<file path="src/rtl/core/pis_pkg.sv">
package pis_pkg;

  localparam int TIME_BITS_DEF = 32;

  localparam int FIELD_W    = 32;
  localparam int CFG_DATA_W = 32;
  localparam int CFG_IDX_W  = 2;

  localparam logic [31:0] DEFAULT_PERIOD = 32'd60;
  localparam logic [7:0]  BACKOFF_LIMIT  = 8'd10;
  localparam logic [11:0] BACKOFF_UNIT   = 12'd5;
  localparam logic [11:0] BACKOFF_MAX    = 12'd2560;

  typedef enum logic [CFG_IDX_W-1:0] {
    REG_PERIODIC_ENABLE = 2'd0,
    REG_PERIOD_SECONDS  = 2'd1,
    REG_BASE_TIME       = 2'd2
  } cfg_reg_t;

  typedef enum logic [2:0] {
    ST_IDLE,
    ST_EVAL,
    ST_FIRE,
    ST_DIV,
    ST_GRID,
    ST_DONE
  } state_t;

  typedef struct packed {
    logic load;
    logic eval;
    logic fire;
    logic div_start;
    logic div_step;
    logic grid;
    logic out_load;
  } cmd_t;

  typedef struct packed {
    logic due_zero;
    logic div_last;
  } status_t;

endpackage

</file>
<file path="src/rtl/core/pis_datapath.sv">
module pis_datapath
  import pis_pkg::*;
#(
  parameter int TIME_BITS = TIME_BITS_DEF
) (
  input  logic                  clk,
  input  logic                  rst_n,
  input  logic                  cfg_wen,
  input  logic [CFG_IDX_W-1:0]  cfg_index,
  input  logic [CFG_DATA_W-1:0] cfg_wdata,
  input  logic [FIELD_W-1:0]    in_now,
  input  logic [7:0]            in_failures,
  input  logic [7:0]            in_jitter,
  input  logic                  in_changed,
  input  cmd_t                  cmd,
  output status_t               status,
  output logic                  out_inform,
  output logic [FIELD_W-1:0]    out_next_due
);

  localparam int CNT_W = $clog2(TIME_BITS + 1);

  typedef logic [TIME_BITS-1:0] time_t;

  logic                  enable_r;
  logic [CFG_DATA_W-1:0] period_r;
  logic [CFG_DATA_W-1:0] base_r;

  time_t       now_r;
  logic [7:0]  fails_r;
  logic [7:0]  jit_r;
  logic        changed_r;

  time_t       anchor_r, anchor_nxt;
  time_t       due_r, due_nxt;
  logic        loaded_r;
  logic [12:0] wt_r;
  logic        fire_r;

  time_t             dvd_r;
  logic [31:0]       rem_r;
  logic [CNT_W-1:0]  cnt_r;

  logic              out_inform_r;
  logic [FIELD_W-1:0] out_due_r;

  logic [31:0] ival;
  time_t       ival_t;

  // Evaluation stage signals.
  logic        reload;
  time_t       anchor0, due0, anchor_e, due_e;
  logic [3:0]  shamt;
  logic [11:0] w;
  logic [19:0] prod;
  logic [12:0] wt;

  // Fire stage signals.
  logic        hit;
  time_t       due_f;

  // Divider and grid signals.
  logic [32:0] sh;
  logic [32:0] dsr;
  time_t       r_t;
  time_t       due_g;

  assign ival   = (period_r == '0) ? DEFAULT_PERIOD : period_r;
  assign ival_t = TIME_BITS'(ival);

  always_comb begin
    reload  = changed_r || !loaded_r;
    anchor0 = reload ? TIME_BITS'(base_r) : anchor_r;
    due0    = reload ? '0 : due_r;
    if (anchor0 == '0) begin
      anchor_e = now_r;
      due_e    = now_r + ival_t;
    end else if (anchor0 > now_r) begin
      anchor_e = anchor0;
      due_e    = anchor0;
    end else begin
      anchor_e = anchor0;
      due_e    = due0;
    end

    shamt = 4'(fails_r - 8'd1);
    if (fails_r < BACKOFF_LIMIT) begin
      w = BACKOFF_UNIT << shamt;
    end else begin
      w = BACKOFF_MAX;
    end
    prod = 20'(w) * 20'(jit_r);
    wt   = 13'(w) + 13'(prod[19:8]);
  end

  always_comb begin
    hit = (due_r != '0) && (due_r <= now_r);
    if (!hit) begin
      due_f = due_r;
    end else if (fails_r != 8'd0) begin
      due_f = now_r + TIME_BITS'(wt_r);
    end else if (due_r == now_r) begin
      due_f = due_r + ival_t;
    end else begin
      due_f = '0;
    end
  end

  // Restoring divider; only the remainder is kept.
  assign sh  = {rem_r, dvd_r[TIME_BITS-1]};
  assign dsr = {1'b0, ival};

  // Since diff = q * interval + r, the grid point anchor + (q + 1) * interval
  // equals now - r + interval; due_g adds one more interval on an exact hit.
  assign r_t   = TIME_BITS'(rem_r);
  assign due_g = now_r - r_t + ival_t + ((rem_r == '0) ? ival_t : '0);

  assign status.due_zero = (due_f == '0);
  assign status.div_last = (cnt_r == CNT_W'(TIME_BITS - 1));

  always_comb begin
    anchor_nxt = anchor_r;
    due_nxt    = due_r;
    if (cmd.eval) begin
      anchor_nxt = anchor_e;
      due_nxt    = due_e;
    end else if (cmd.fire) begin
      due_nxt = due_f;
    end else if (cmd.grid) begin
      due_nxt = due_g;
    end
  end

  always_ff @(posedge clk) begin
    if (!rst_n) begin
      enable_r <= 1'b0;
      period_r <= '0;
      base_r   <= '0;
      anchor_r <= '0;
      due_r    <= '0;
      loaded_r <= 1'b0;
    end else begin
      anchor_r <= anchor_nxt;
      due_r    <= due_nxt;
      if (cmd.eval) begin
        loaded_r <= 1'b1;
      end
      if (cfg_wen) begin
        unique case (cfg_reg_t'(cfg_index))
          REG_PERIODIC_ENABLE: enable_r <= cfg_wdata[0];
          REG_PERIOD_SECONDS:  period_r <= cfg_wdata;
          REG_BASE_TIME:       base_r   <= cfg_wdata;
          default: ;
        endcase
      end
    end
  end

  always_ff @(posedge clk) begin
    if (cmd.load) begin
      now_r     <= TIME_BITS'(in_now);
      fails_r   <= in_failures;
      jit_r     <= in_jitter;
      changed_r <= in_changed;
    end
    if (cmd.eval) begin
      wt_r <= wt;
    end
    if (cmd.fire) begin
      fire_r <= hit & enable_r;
    end
    if (cmd.div_start) begin
      dvd_r <= now_r - anchor_r;
      rem_r <= '0;
      cnt_r <= '0;
    end else if (cmd.div_step) begin
      if (sh >= dsr) begin
        rem_r <= 32'(sh - dsr);
      end else begin
        rem_r <= sh[31:0];
      end
      dvd_r <= dvd_r << 1;
      cnt_r <= cnt_r + CNT_W'(1);
    end
    if (cmd.out_load) begin
      out_inform_r <= fire_r;
      out_due_r    <= FIELD_W'(due_r);
    end
  end

  assign out_inform   = out_inform_r;
  assign out_next_due = out_due_r;

endmodule

</file>
<file path="src/rtl/core/pis_ctrl.sv">
module pis_ctrl
  import pis_pkg::*;
(
  input  logic    clk,
  input  logic    rst_n,
  input  logic    in_tvalid,
  output logic    in_tready,
  output logic    out_tvalid,
  input  logic    out_tready,
  input  status_t status,
  output cmd_t    cmd
);

  state_t state_r, state_nxt;
  logic   out_valid_r, out_valid_nxt;

  always_ff @(posedge clk) begin
    if (!rst_n) begin
      state_r     <= ST_IDLE;
      out_valid_r <= 1'b0;
    end else begin
      state_r     <= state_nxt;
      out_valid_r <= out_valid_nxt;
    end
  end

  always_comb begin
    state_nxt = state_r;
    cmd       = '0;
    in_tready = 1'b0;
    unique case (state_r)
      ST_IDLE: begin
        in_tready = 1'b1;
        if (in_tvalid) begin
          cmd.load  = 1'b1;
          state_nxt = ST_EVAL;
        end
      end
      ST_EVAL: begin
        cmd.eval  = 1'b1;
        state_nxt = ST_FIRE;
      end
      ST_FIRE: begin
        cmd.fire = 1'b1;
        if (status.due_zero) begin
          cmd.div_start = 1'b1;
          state_nxt     = ST_DIV;
        end else begin
          state_nxt = ST_DONE;
        end
      end
      ST_DIV: begin
        cmd.div_step = 1'b1;
        if (status.div_last) begin
          state_nxt = ST_GRID;
        end
      end
      ST_GRID: begin
        cmd.grid  = 1'b1;
        state_nxt = ST_DONE;
      end
      ST_DONE: begin
        // Wait here only while the output register still holds an untaken item.
        if (!out_valid_r || out_tready) begin
          cmd.out_load = 1'b1;
          state_nxt    = ST_IDLE;
        end
      end
      default: state_nxt = ST_IDLE;
    endcase
  end

  always_comb begin
    if (cmd.out_load) begin
      out_valid_nxt = 1'b1;
    end else if (out_tready) begin
      out_valid_nxt = 1'b0;
    end else begin
      out_valid_nxt = out_valid_r;
    end
  end

  assign out_tvalid = out_valid_r;

endmodule

</file>
<file path="src/rtl/core/periodic_inform_scheduler.sv">
// From input accept to out_tvalid, an item passes through the EVAL, FIRE and DONE states
// when no grid realignment is needed, and EVAL, FIRE, DIV, GRID and DONE when the due
// time is realigned to the interval grid; a new item is taken only back in IDLE. The
// realignment runs a one-bit-per-cycle remainder divider over the elapsed time.
// Reset (rst_n low, synchronous): config registers, due time and anchor clear to
// zero, the anchor reload flag clears, and no result is pending.
module periodic_inform_scheduler
  import pis_pkg::*;
#(
  parameter int TIME_BITS = TIME_BITS_DEF
) (
  input  logic                  clk,
  input  logic                  rst_n,
  input  logic                  cfg_wen,
  input  logic [CFG_IDX_W-1:0]  cfg_index,
  input  logic [CFG_DATA_W-1:0] cfg_wdata,
  input  logic                  in_tvalid,
  output logic                  in_tready,
  input  logic [47:0]           in_tdata,   // now_seconds[31:0], failures[39:32], jitter[47:40]
  input  logic [0:0]            in_tuser,   // settings_changed[0]
  output logic                  out_tvalid,
  input  logic                  out_tready,
  output logic [31:0]           out_tdata,  // next_due_time[31:0]
  output logic [0:0]            out_tuser   // inform_due[0]
);

  cmd_t    cmd;
  status_t status;

  pis_ctrl u_ctrl (
    .clk        (clk),
    .rst_n      (rst_n),
    .in_tvalid  (in_tvalid),
    .in_tready  (in_tready),
    .out_tvalid (out_tvalid),
    .out_tready (out_tready),
    .status     (status),
    .cmd        (cmd)
  );

  pis_datapath #(
    .TIME_BITS (TIME_BITS)
  ) u_datapath (
    .clk          (clk),
    .rst_n        (rst_n),
    .cfg_wen      (cfg_wen),
    .cfg_index    (cfg_index),
    .cfg_wdata    (cfg_wdata),
    .in_now       (in_tdata[31:0]),
    .in_failures  (in_tdata[39:32]),
    .in_jitter    (in_tdata[47:40]),
    .in_changed   (in_tuser[0]),
    .cmd          (cmd),
    .status       (status),
    .out_inform   (out_tuser[0]),
    .out_next_due (out_tdata)
  );

  a_accept_busy: assert property (@(posedge clk) disable iff (!rst_n)
    (in_tvalid && in_tready) |=> !in_tready)
    else $error("input accepted while an item is still in work");

  a_load_valid: assert property (@(posedge clk) disable iff (!rst_n)
    cmd.out_load |=> out_tvalid)
    else $error("result load did not raise out_tvalid");

  a_div_to_grid: assert property (@(posedge clk) disable iff (!rst_n)
    (cmd.div_step && status.div_last) |=> (cmd.grid && !cmd.div_step))
    else $error("divider end not followed by grid step");

  a_no_overwrite: assert property (@(posedge clk) disable iff (!rst_n)
    cmd.out_load |-> (!out_tvalid || out_tready))
    else $error("pending result overwritten");

endmodule
</file>
<file path="config.mk">
export PLATFORM = sky130hd
export DESIGN_NAME = periodic_inform_scheduler
export DESIGN_NICKNAME = d
export VERILOG_FILES = /design/src/rtl/core/pis_pkg.sv /design/src/rtl/core/pis_datapath.sv /design/src/rtl/core/pis_ctrl.sv /design/src/rtl/core/periodic_inform_scheduler.sv
export SDC_FILE = /design/constraint.sdc
export NUM_CORES = 1
export LEC_CHECK = 0
export ABC_AREA = 1
export ABC_CLOCK_PERIOD_IN_PS = 6220
export BUFFER_PORTS_ARGS = -buffer_cell sky130_fd_sc_hd__buf_2
export CAP_MARGIN = 10
export CORE_UTILIZATION = 50
export DETAILED_ROUTE_END_ITERATION = 6
export PLACE_DENSITY_LB_ADDON = 0.3
export SLEW_MARGIN = 40
export SYNTH_ARGS = -nofsm -noshare
export SYNTH_HDL_FRONTEND = slang
export SYNTH_HIERARCHICAL = 1
export SYNTH_SLANG_ARGS = --single-unit
</file>
<file path="constraint.sdc">
create_clock -name clk -period 6.22 [get_ports clk]
set_input_delay 1.244 -clock clk [delete_from_list [all_inputs] [get_ports clk]]
set_output_delay 1.244 -clock clk [all_outputs]
set_load 0.05 [all_outputs]
</file>
==> summary.md <==
| Metric | Value |
|---|---|
| Top_reg_cell synth | dfxtp_1 |
| Tcrit/Tclk final | 97.49% |
| Crit path kind | reg2reg |
| CP Max Fanout | 4 |
| Power Dens Cells | 446.1 mW/mm^2 |
| Crit end category | flop |
| Worst Hold End | u_datapath/out_inform |
| Synthesized flop and latch total | 300 |
| Mean number of vias per cell | 5.732 |
| Worst-Margin Slew | 844.7 ps |
| Clock tree buffer depth | 3 |
| Synth top area share | ~15% |
| Number of remaining DRC errors | 0 |
| Switching Share | 53.43% |
| Port Buffers | 122 |
| CTS tree | yes |
| IO Count | 123 |
| Reg2Reg Depth | 33 |
| FF-to-FF Start | u_datapath/fails_r[1] |
| Peak supply drop | 0.0003141 V |
| Setup WS post-layout | around 160 ps |
| Top cell family by delay on the critical path | adder cells |
| Vias in the first global route | 29580 |
| Drt first pass iters | 7 |
| First-pass GRT wire length | 181200 um |
| Placed Cells incl. Taps | ~5600 |
| Avg Inst Size Synth | 6.664 um^2 |
| Initial core utilization | between 50% and 60% |
| Worst hold path class | reg2reg |
| FP Rows | 90 |
| Slew Viols, Final | 0 |
| Post-synth EDFFs | 128 |
| ANT cells | 0 |
| Final Cell Area | 0.03480 mm^2 |
| Hold buffers post-CTS | 0 |
| Int Pwr | 7.230 mW |
| Worst EP arrival | 6380 ps |
| Dpl cell area | roughly 0.033 mm^2 |
| Share of layout cells above drive strength 1 | 9.117% |
| Fmax | 0.1649 GHz |
| Final Setup Violations | 0 |
| Synthesized Nets | between 5000 and 6000 |
| Largest net degree at the start of global routing | 76 |
| Yosys warns | 6 |
| Final WL | approximately 120000 um |
| Clock root cell | clkbuf_16 |
| Via Count | between 30000 and 40000 |
| Dpl ws | -185.3 ps |
| Post-synth cell types | 56 |
| Switching power | 8.297 mW |
| Post-Synthesis Cells | 4659 |
| Hold WS | between 400 and 500 ps |
| CTS Sinks | 300 |
| Unrepaired setup endpoints after global routing | true |
| Area Growth Syn to Fin | 12.09% |
| Hold path cells | 0 |
| Routed len/inst | 21.64 um |
| Number of buffers and inverters on the critical path | 7 |
| PnR Total Power | 15.53 mW |
| Total gr overflow | 0 |
| Endpoints failing hold | 0 |
| Mapped Area | 0.03105 mm^2 |
| Worst slew margin | 43.09% |
| Total Die Area | 0.06310 mm^2 |
| Post-Layout Cell Count | 5641 |
| Clk pwr share | 15.1% |
| Die width | 251.2 um |
| Required @ worst endpoint | 6530 ps |
| Reg-to-reg slack, setup | 160 ps |
| Worst r2r dst | u_datapath/wt_r[11] |
| Post-synth ARST share | 0% |
| Setup Skew | 24.57 ps |
| Post-synth top area cell | nand2_1 |
| GP Congestion | 1.047 |
| Core area | 0.06081 mm^2 |
| Comb power frac | 64.5% |
| GRT Resource Usage Total | 38.15% |
| Status | finished, final reports clean |
| H-tree depth | 2 |
| Leak pwr | approximately 17 nW |
| CP max stage delay | between 500 and 600 ps |
| Flop pwr share | 20.4% |
| Seq/Total Area, Yosys | 23.47% |
| Ranking of synthesized cells by area | nand2_1 (15%), edfxtp_1 (12%), ha_1 (11%) |
| Clk_lat worst skew | ~580 ps |
| Nets@finish | between 5000 and 6000 |
| Worst-path clk slew | ~60 ps |
| Post-detail-place hpwl | 99950 um |
| Hold Startpoint | u_datapath/fire_r |
| CTS Buf Count | 38 |
| Maxcap violations | 0 |
| Initial antenna violation count | 4 |
| Final core occ | 57.23% |
| Antenna viol nets, final | 0 |
| Setup TNS | 0 ps |
| Initial DRC Count | ~3500 |
| Tmin final | 6064 ps |
| Slowest stage cell, crit path | fa_1 |
| Startpoint Class | flop |
| Die Y-Extent | 251.2 um |
[registers in the layout, summed over array words and instances, names as in the netlist, 3 cells and up]
register / count
u_datapath/period_r: 32
u_datapath/out_next_due: 32
u_datapath/cnt_r: 6
u_datapath/due_r: 32
u_datapath/fails_r: 8
u_datapath/r_t: 32
u_datapath/now_r: 32
u_ctrl/state_r: 3
u_datapath/dvd_r: 32
u_datapath/base_r: 32
u_datapath/jit_r: 8
u_datapath/wt_r: 13
u_datapath/anchor_r: 32
[power by group through the flow]
| stage | Clock [mW] | Sequential (mW) | Combinational (mW) |
|---|---|---|---|
| floorplan | 0 | 2.96 | 6.63 |
| global placement | 0 | 3.17 | 9.48 |
| detailed placement | 0 | 3.17 | 9.52 |
| CTS | 2.38 | 3.14 | 9.60 |
| global route | 2.44 | 3.19 | 11.0 |
| finish | 2.35 | 3.16 | 10.0 |
[worst register-to-register path, delay by kind of cell (launching register included)]
| family | cells | cell delay [ps] |
|---|---|---|
| adders and majority gates | 6 | 2610 |
| and+or+nand+nor | 13 | 1080 |
| buffers and inverters | 7 | 760 |
| AOI/OAI and AO/OA | 5 | 750 |
| DFF | 1 | 410 |
| xor gates and xnor gates | 2 | 220 |
[worst max-delay path by stage]
stage,from,to,depth (start not counted)
floorplan,u_datapath/fails_r[1],u_datapath/wt_r[10],26
global placement,u_datapath/fails_r[2],u_datapath/wt_r[12],28
detailed placement,u_datapath/fails_r[2],u_datapath/wt_r[12],28
CTS,u_datapath/fails_r[1],u_datapath/wt_r[11],33
global route,u_datapath/fails_r[7],u_datapath/wt_r[11],29
finish,u_datapath/fails_r[1],u_datapath/wt_r[11],33
[per-layer routing]
| metal | part of all wire (%) | up-vias | GRT usage, % |
|---|---|---|---|
| met3 | 9.3 | 298 | 7.569 |
| li1 | - | 15530 | - |
| met2 | 42 | 1483 | 56.55 |
| met5 | 0.015 | - | 0 |
| met4 | 5.8 | 2 | 19.20 |
| met1 | 43 | 15020 | 52.58 |
[synth_stat cells (15+ instances only)]
| cell type | n |
|---|---|
| nand4_1 | 50 |
| nand2_1 | 1200 |
| nand3_1 | 333 |
| nor3_1 | 54 |
| nor2_1 | 478 |
| o21ai_0 | 299 |
| or2_2 | 15 |
| o21bai_1 | 17 |
| edfxtp_1 | 128 |
| a21oi_1 | 335 |
| nand3b_1 | 18 |
| ha_1 | 283 |
| fa_1 | 127 |
| inv_1 | 691 |
| xnor2_1 | 39 |
| dfxtp_1 | 172 |
| clkbuf_1 | 97 |
| xor2_1 | 58 |
| a21o_1 | 17 |
| a31oi_1 | 36 |
| nor4_1 | 29 |
| o21ai_1 | 43 |
[cell families (layout without fill, tap and decap cells)]
family | Yosys count | after routing | synth area share, %
AO/OA/AOI/OAI | 807 | 807 | 14.16
XOR/XNOR | 97 | 97 | 2.736
adder cells (fa/ha/maj) | 410 | 410 | 19.59
buffers and inverters | 841 | 1041 | 10.51
flip-flops | 300 | 300 | 23.47
AND/OR/NAND/NOR | 2204 | 2204 | 29.53
[layout by cell type (no fill, tap or decap), types with 9 or more instances in the layout]
master | synthesis | layout
a21o_1 | 17 | 17
a21oi_1 | 335 | 330
a31oi_1 | 36 | 35
buf_2 | 14 | 122
buf_4 | 9 | 137
clkbuf_1 | 97 | 9
clkbuf_16 | 0 | 40
clkbuf_8 | 0 | 9
dfxtp_1 | 172 | 172
edfxtp_1 | 128 | 128
fa_1 | 127 | 126
ha_1 | 283 | 280
inv_1 | 691 | 683
inv_2 | 10 | 17
nand2_1 | 1200 | 1188
nand2_2 | 1 | 10
nand3_1 | 333 | 328
nand3_2 | 4 | 9
nand3b_1 | 18 | 18
nand4_1 | 50 | 50
nor2_1 | 478 | 467
nor2_4 | 2 | 10
nor3_1 | 54 | 51
nor4_1 | 29 | 25
o21ai_0 | 299 | 291
o21ai_1 | 43 | 46
o21bai_1 | 17 | 17
or2_2 | 15 | 15
xnor2_1 | 39 | 39
xor2_1 | 58 | 58
[area by class of cell]
| type | count | area (um^2) |
|---|---|---|
| Clock buffer | 59 | 1166 |
| Inverter | 705 | 2651 |
| Multi-Input combinational cell | 3518 | 20810 |
| Tap cell | 782 | 978.4 |
| Timing Repair Buffer | 266 | 1753 |
| Fill cell | 6096 | 26000 |
| Sequential cell | 300 | 7287 |
| Clock inverter | 11 | 158.9 |
[what timing repair did]
item                                    4_1_cts  5_1_grt
pin swaps                                     0       24
endpoints found under the setup margin        4        7
buffers inserted                              0       11
resized for setup                             6       69
No activity file was read; power rests on OpenSTA's default activity.
